`config.mk`:
```
export PLATFORM = sky130hd
export DESIGN_NAME = ua_cell
export DESIGN_NICKNAME = d
export VERILOG_FILES = /design/src/hw/rtl/ua_pkg.sv /design/src/hw/rtl/ua_cell.sv
export SDC_FILE = /design/constraint.sdc
export NUM_CORES = 2
export LEC_CHECK = 0
export BUFFER_PORTS_ARGS = -buffer_cell sky130_fd_sc_hd__buf_2
export CORE_AREA = 3 3 594 596
export CTS_CLUSTER_DIAMETER = 40
export CTS_CLUSTER_SIZE = 16
export DETAILED_ROUTE_END_ITERATION = 8
export DIE_AREA = 0 0 597 599
export GPL_TIMING_DRIVEN = 0
export PLACE_DENSITY_LB_ADDON = 0.3
export SYNTH_ARGS = -nofsm -noshare
export SYNTH_HDL_FRONTEND = slang
export SYNTH_SLANG_ARGS = --single-unit
```
`constraint.sdc`:
```
create_clock -name clock -period 7.45 [get_ports clock]
set_clock_uncertainty 0.15 [all_clocks]
set_input_delay 0.3725 -clock clock [delete_from_list [all_inputs] [get_ports clock]]
set_output_delay 0.3725 -clock clock [all_outputs]
set_load 0.02 [all_outputs]
```
`src/hw/rtl/ua_pkg.sv`:
```
// Shared operation codes and the pipeline control group for the 256-bit ALU.
package ua_pkg;

   // Operation codes carried on req_func.
   typedef enum logic [2:0] {
      FUNC_ADD = 3'd0,
      FUNC_SUB = 3'd1,
      FUNC_MUL = 3'd2,
      FUNC_DIV = 3'd3,
      FUNC_SHL = 3'd4,
      FUNC_SHR = 3'd5,
      FUNC_NOP = 3'd6,
      FUNC_RSV = 3'd7
   } func_type;

   // Control group that travels with each transaction along the cell chain.
   typedef struct packed {
      logic     valid;
      func_type op;
      logic     dz;
   } ctl_type;

   localparam int WORD_BITS = 64;
   localparam int WORDS     = 4;
   localparam int FULL_BITS = WORD_BITS * WORDS;

endpackage

```
`src/hw/rtl/ua_cell.sv`:
```
// One cell of the chain: one multiplier bit (shift and add) or one quotient bit.
module ua_cell #(
   parameter int N = 256
) (
   input  logic            clock,
   input  logic            reset,
   input  logic            en,
   input  ua_pkg::ctl_type ctl_in,
   input  logic [N-1:0]    a_in,
   input  logic [N-1:0]    b_in,
   input  logic [N-1:0]    acc_in,
   output ua_pkg::ctl_type ctl_out,
   output logic [N-1:0]    a_out,
   output logic [N-1:0]    b_out,
   output logic [N-1:0]    acc_out
);
   import ua_pkg::*;

   ctl_type      ctl_ff;
   logic [N-1:0] a_ff, b_ff, acc_ff;
   logic [N-1:0] a_nx, b_nx, acc_nx;
   logic [N:0]   wide;
   logic [N+1:0] diff;
   logic         ge;

   // Restoring divide step: the dividend's top bit enters the partial remainder.
   assign wide = {acc_in, a_in[N-1]};
   assign diff = {1'b0, wide} - {2'b00, b_in};
   assign ge   = ~diff[N+1];

   always_comb begin
      a_nx   = a_in;
      b_nx   = b_in;
      acc_nx = acc_in;
      case (ctl_in.op)
         FUNC_MUL: begin
            // Horner form: multiplier bits are taken from the top down.
            acc_nx = (acc_in << 1) + (b_in[N-1] ? a_in : '0);
            b_nx   = b_in << 1;
         end
         FUNC_DIV: begin
            acc_nx = ge ? diff[N-1:0] : wide[N-1:0];
            a_nx   = {a_in[N-2:0], ge};
         end
         default: begin
            a_nx = a_in;
         end
      endcase
   end

   always_ff @(posedge clock) begin
      if (reset) begin
         ctl_ff.valid <= 1'b0;
      end else if (en) begin
         ctl_ff.valid <= ctl_in.valid;
      end
      if (en) begin
         ctl_ff.op <= ctl_in.op;
         ctl_ff.dz <= ctl_in.dz;
         a_ff      <= a_nx;
         b_ff      <= b_nx;
         acc_ff    <= acc_nx;
      end
   end

   assign ctl_out = ctl_ff;
   assign a_out   = a_ff;
   assign b_out   = b_ff;
   assign acc_out = acc_ff;

endmodule

```
# Word-level counts from Yosys, hierarchy flattened
# Index checks and enable logic that the tools add are counted.
dict set report op_classes {
  reduce_logical 0
  order_cmp 0
  n_shift 0
  add_sub_neg 2
  eq_ne 2
  n_div 0
  muxes 5
  mul 0
  bitwise_logic 1
}
# op count
set op_table {}
lappend op_table {{$mux W256} 4}
lappend op_table {{$pmux W256 S2} 1}
lappend op_table {{$sub A257 B256 Y258} 1}
lappend op_table {{$add A256 B256 Y256} 1}
lappend op_table {{$eq A3 B2 Y1 const B} 2}
lappend op_table {{$not A1 Y1} 1}
dict set report word_totals {
  out_inout_bits 773
  elab_cells 17
  mem_bits_ro 0
  n_memories 0
  ram_bits 0
  input_bits 776
  register_bits 773
  latchBits 0
}

# Logic depth before layout (Yosys ltp)
dict set report logic_depth {
  ltp_word 3
  ltp_mapped 21
  ltp_nobuf 18
}

# Worst setup path after synthesis
# Ideal clock, no wire load.
dict set report synth_timing {
  path_type {input -> register}
  startpoint {in b_in[255]}
  endpoint {reg acc_ff[241], in the netlist acc_out[241] (data pin)}
  arrival_time_ns 4.239
  n_path_buf 4
  cell_stages 20
  required_time_ns 7.040
  setup_time_ns 0.260
  slack_ns 2.801
  path_cell_list {clkbuf_1 clkbuf_1 and2_1 ha_1 clkbuf_2 and4_1 clkbuf_1 and4b_1 nand3_1 a2111oi_2 a2111oi_2 a2111oi_2 nor2_1 o21ai_1 a31oi_1 o311ai_2 a31oi_1 mux2i_1 o21ai_1 mux2_2}
}
dict set report synth_between {
  elab_chain_len 3
  elab_cells_between_ends 5
  cone_classes {add/sub: 2; mux: 3}
}
# element line_no
set synth_rtl {}
lappend synth_rtl {{start, declared} ua_cell.sv:10} ;# input logic [N-1:0] b_in,
lappend synth_rtl {{$sub A257 B256 Y258 / $mux W256 (equally long branches)} {ua_cell.sv:28, ua_cell.sv:38}}
lappend synth_rtl {{$mux W256 / $add A256 B256 Y256 (equally long branches)} {ua_cell.sv:42, ua_cell.sv:38}}
lappend synth_rtl {{$pmux W256 S2 (*)} ua_cell.sv:35} ;# case (ctl_in.op)
lappend synth_rtl {{net acc_nx[241]} ua_cell.sv:21} ;# logic [N-1:0] a_nx, b_nx, acc_nx;
lappend synth_rtl {{end signal, assigned} ua_cell.sv:62} ;# acc_ff <= acc_nx;
lappend synth_rtl {{end, declared} ua_cell.sv:20} ;# logic [N-1:0] a_ff, b_ff, acc_ff;
# The timed path passes the listed nets; every way through them passes the cells marked *.
# A chain may end at the register's enable or synchronous reset.

# Final worst setup path
dict set report layout_timing {
  startpoint {in acc_in[103]}
  endpoint {reg acc_ff[130], in the netlist acc_out[130] (data pin)}
}
dict set report layout_between {
  elab_chain_len 3
  elab_cells_between_ends 4
  cone_classes {add/sub: 2; mux: 2}
}
# element line_no
set layout_rtl {}
lappend layout_rtl {{start, declared} ua_cell.sv:11} ;# input logic [N-1:0] acc_in,
lappend layout_rtl {{$sub A257 B256 Y258} ua_cell.sv:28} ;# assign diff = {1'b0, wide} - {2'b00, b_in};
lappend layout_rtl {{$mux W256} ua_cell.sv:42} ;# acc_nx = ge ? diff[N-1:0] : wide[N-1:0];
lappend layout_rtl {{$pmux W256 S2 (*)} ua_cell.sv:35}
lappend layout_rtl {{net acc_nx[130]} ua_cell.sv:21}
# Marks and branches as above.

==> summary.md <==
| Metric | Value |
|---|---|
| Final Net Count | 14,500 |
| Share of cells above drive strength 1 | 15.9% |
| TritonCTS clock tree | built |
| Initial antenna violation count | roughly 190 |
| Hold Crit Endpoint | acc_out[98] |
| Critical R2R Capture | ctl_out[4] |
| Top-Level Pins | 1,549 |
| Tcrit/Tclk final | 105% |
| Leading cell type in the layout, fill and taps excluded | nand2_1 |
| GRT busiest layer | met2 |
| Minimum clock period | around 7.8 ns |
| Met1 Resource Use GR | 43.6% |
| Fin cells | 18,000 |
| CP startpoint kind | primary input |
| Clock Tree Root | clkbuf_16 |
| Layout filler cell count | 38,100 |
| Cells after Synth | 10,400 |
| Routability cong. | 1.05 |
| Area growth from synthesis to layout | 40.4% |
| First-pass GRT wire length | just over 800,000 um |
| Post-synth ARST share | 0% |
| Slew margin rel. | -26.0% |
| PwrDens | 200 nW/um^2 |
| Final hold violations | 0 |
| Reg area | 23,200 um^2 |
| Dpl cells | 16,600 |
| Worst reg2reg path startpoint | ctl_out[4] |
| Max Slew Vio Count | around 70 |
| Total of max-cap violations | 11 |
| Worst-Skew Late Latency | 0.88 ns |
| CP max-delay cell | clkdlybuf4s15_2 |
| Worst r2r path cells | 3 |
| Pre-CTS WS | -2.26 ns |
| Post-route antenna net violation count | 0 |
| CP endpoint kind | register |
| Initial Utilization | ~22% |
| F_max | 128 MHz |
| Residual DRC count | 0 |
| Gr usage total | between 30 and 40% |
| Die area | 358,000 um^2 |
| Largest net degree at the start of global routing | 116 |
| DIE WIDTH | 597 um |
| Worst slew pin tran | 1.87 ns |
| Area of the multi-input gates | around 50,000 um^2 |
| CTS buffer count | between 150 and 200 |
| Main flop type after synthesis | edfxtp_1 |
| Setup violators final | 46 |
| Clk sinks | 773 |
| Core area | 349,000 um^2 |
| Drt pass-1 iters | 9 |
| Clk pin slew, worst setup/hold paths | 0.04 ns |
| Setup TNS | -5.47 ns |
| LEAKAGE | ~44 nW |
| Die Ht | 599 um |
| Vias/cell | between 5 and 6 |
| Slack of the worst reg-to-reg path | 6.15 ns |
| IO buf count | 1,548 |
| Required time of the critical path | 7.84 ns |
| Post-DP Area | 91,300 um^2 |
| Crit path cell chain | dlygate4sd3_1, buf_2, ha_1, clkbuf_1, a21oi_1, o21ai_0, a21oi_1, o21ai_0, a41oi_1, o211ai_1, o211ai_1, a31o_2, buf_2, buf_2, clkbuf_2, clkdlybuf4s15_2, a21oi_1, o21ai_0 |
| Design area | roughly 110,000 um^2 |
| Avg WL per Cell | approximately 35 um |
| Iter 0 DRT Violations | 12,300 |
| H-tree depth | 4 |
| Clock buffer depth | 4 |
| # rows | 217 |
| Failing checks | max-capacitance violations, max-slew violations, negative setup slack |
| Synth Register Bits | 773 |
| Gr ovfl total | 0 |
| Post-synth EDFFs | 772 |
| Met2 Usage GRT | between 40% and 50% |
| Outcome | finished with violations |
| Worst Hold Path Cells | 3 |
| Min-delay worst type | in -> reg |
| Crit Path Max Fanout | 10 |
| Max VDD drop | 183 uV |
| Half-perimeter wire length after detailed placement | 522,000 um |
| Syn_area_per_cell | 7.40 um^2 |
| Largest stage delay on the critical path | 0.82 ns |
| Met3 Usage GRT | 7.94% |
| Synth Cell Area | 76,900 um^2 |
| Share of the yosys chip area belonging to registers | 30.2% |
| Synth Warn # | 0 |
| CP arrival | 8.18 ns |
| Kind of critical path | in -> reg |
| Worst hold start | acc_in[98] |
| Via count | 98,300 |
| Number of library cell types mapped by synthesis | 94 |
| Worst setup margin | -0.340 ns |
| Synth Net Count | 11,700 |
| Final WL | 622,000 um |
| Most frequent cells in the layout | nand2_1, buf_2, o21ai_0, a21oi_1, dlygate4sd3_1 |
| Vias in the first global route | 92,500 |
power breakdown:
group | switching, mW | internal (mW)
Sequential | 0.142 | 5.30
Combinational | 5.86 | 2.45
Clock | 2.87 | 4.95
through the flow:
step           util [%]  hold slack [ns]  power (mW)
6_report           31.0           0.0431        21.6
3_5_place_dp       26.2            0.334        13.0
5_1_grt            30.9           0.0139        22.2
4_1_cts            30.8          0.00326        21.4
3_3_place_gp       25.9            0.326        13.1
2_1_floorplan         -            0.295        9.35
area by class of cell:
| type | count | area share, % |
|---|---|---|
| tap | 4599 | 5.33 |
| timing repair buffer | 2623 | 17.5 |
| multi-input combinational | 8550 | 46.3 |
| antenna | 109 | 0.253 |
| inverter | 462 | 1.61 |
| clock inverter | 125 | 1.25 |
| clock buffer | 185 | 4.07 |
| sequential | 773 | 21.5 |
| buffer | 602 | 2.22 |
critical path, delay by kind of cell:
family                   cells  cell delay (ns)
AO/OA/AOI/OAI               10             3.95
buffers and inverters        7             3.55
adder cells (fa/ha/maj)      1             0.27
cell usage after synthesis (21+ instances only):
cell type / n / area share [%]
nor3_1: 152 / 0.99
mux2i_1: 21 / 0.27
nor2_1: 729 / 3.6
clkbuf_1: 558 / 2.7
o221ai_1: 25 / 0.28
o211ai_1: 100 / 0.98
o21ai_1: 24 / 0.16
nand3_1: 102 / 0.66
a31oi_1: 68 / 0.55
nand2b_1: 36 / 0.29
a21oi_1: 1151 / 7.5
a22oi_1: 25 / 0.24
a21boi_0: 66 / 0.64
a211oi_1: 32 / 0.31
nand2_1: 2103 / 10
and2_1: 280 / 2.3
a21o_1: 243 / 2.4
xor2_1: 170 / 1.9
xnor2_1: 301 / 3.4
and4_1: 33 / 0.38
o31ai_1: 38 / 0.37
o21ai_0: 1221 / 8.0
nand4_1: 312 / 2.5
a222oi_1: 21 / 0.27
o21bai_1: 212 / 2.1
ha_1: 510 / 8.3
nor4_1: 71 / 0.58
edfxtp_1: 772 / 30
and3_1: 33 / 0.27
nor2b_1: 36 / 0.29
inv_1: 462 / 2.3
a221oi_1: 42 / 0.48
buf_2: 29 / 0.19
o21a_1: 87 / 0.85
or2_2: 45 / 0.37
or3_1: 33 / 0.27
flip-flops by register name, summed over array words and instances, names as in the netlist:
signal / count
b_out: 256
acc_out: 256
a_out: 256
ctl_out: 5
metal layers:
| layer | part of all wire (%) | wire length, um |
|---|---|---|
| met1 | 42 | 263000 |
| met3 | 9.1 | 56400 |
| met4 | 6.6 | 41100 |
| met5 | 0.14 | 901 |
| met2 | 42 | 261000 |
timing repair:
item / CTS / global route
endpoints found under the setup margin: 83 / 31
hold buffers: 1028 / 2
gates resized for setup: 36 / 26
hold endpoints to repair: 801 / 2
buffers inserted: 3 / 1
pin swaps: 3 / 3
cells by family (layout without fill, tap and decap cells):
logic type | count (synthesis) | count (layout) | share of synthesized area (%)
AOI/OAI and AO/OA | 3540 | 3540 | 27.3
buffers and inverters | 1064 | 3997 | 5.25
adders and majority gates | 512 | 512 | 8.36
other | 0 | 109 | 0
muxes | 29 | 29 | 0.391
xor gates and xnor gates | 471 | 471 | 5.37
and+or+nand+nor | 3998 | 3998 | 23.1
DFF | 773 | 773 | 30.2
how the worst max path moves through the flow:
stage | from | to | slack [ns] | depth (start not counted)
floorplan | b_in[255] | acc_out[241] | 2.80 | 20
global placement | en | ctl_out[4] | -8.19 | 3
detailed placement | b_in[255] | acc_out[254] | -2.26 | 20
CTS | b_in[71] | acc_out[245] | 0.002 | 18
global route | acc_in[103] | acc_out[250] | -0.002 | 21
finish | acc_in[103] | acc_out[130] | -0.34 | 18
Power figures use the tool's default switching activity.
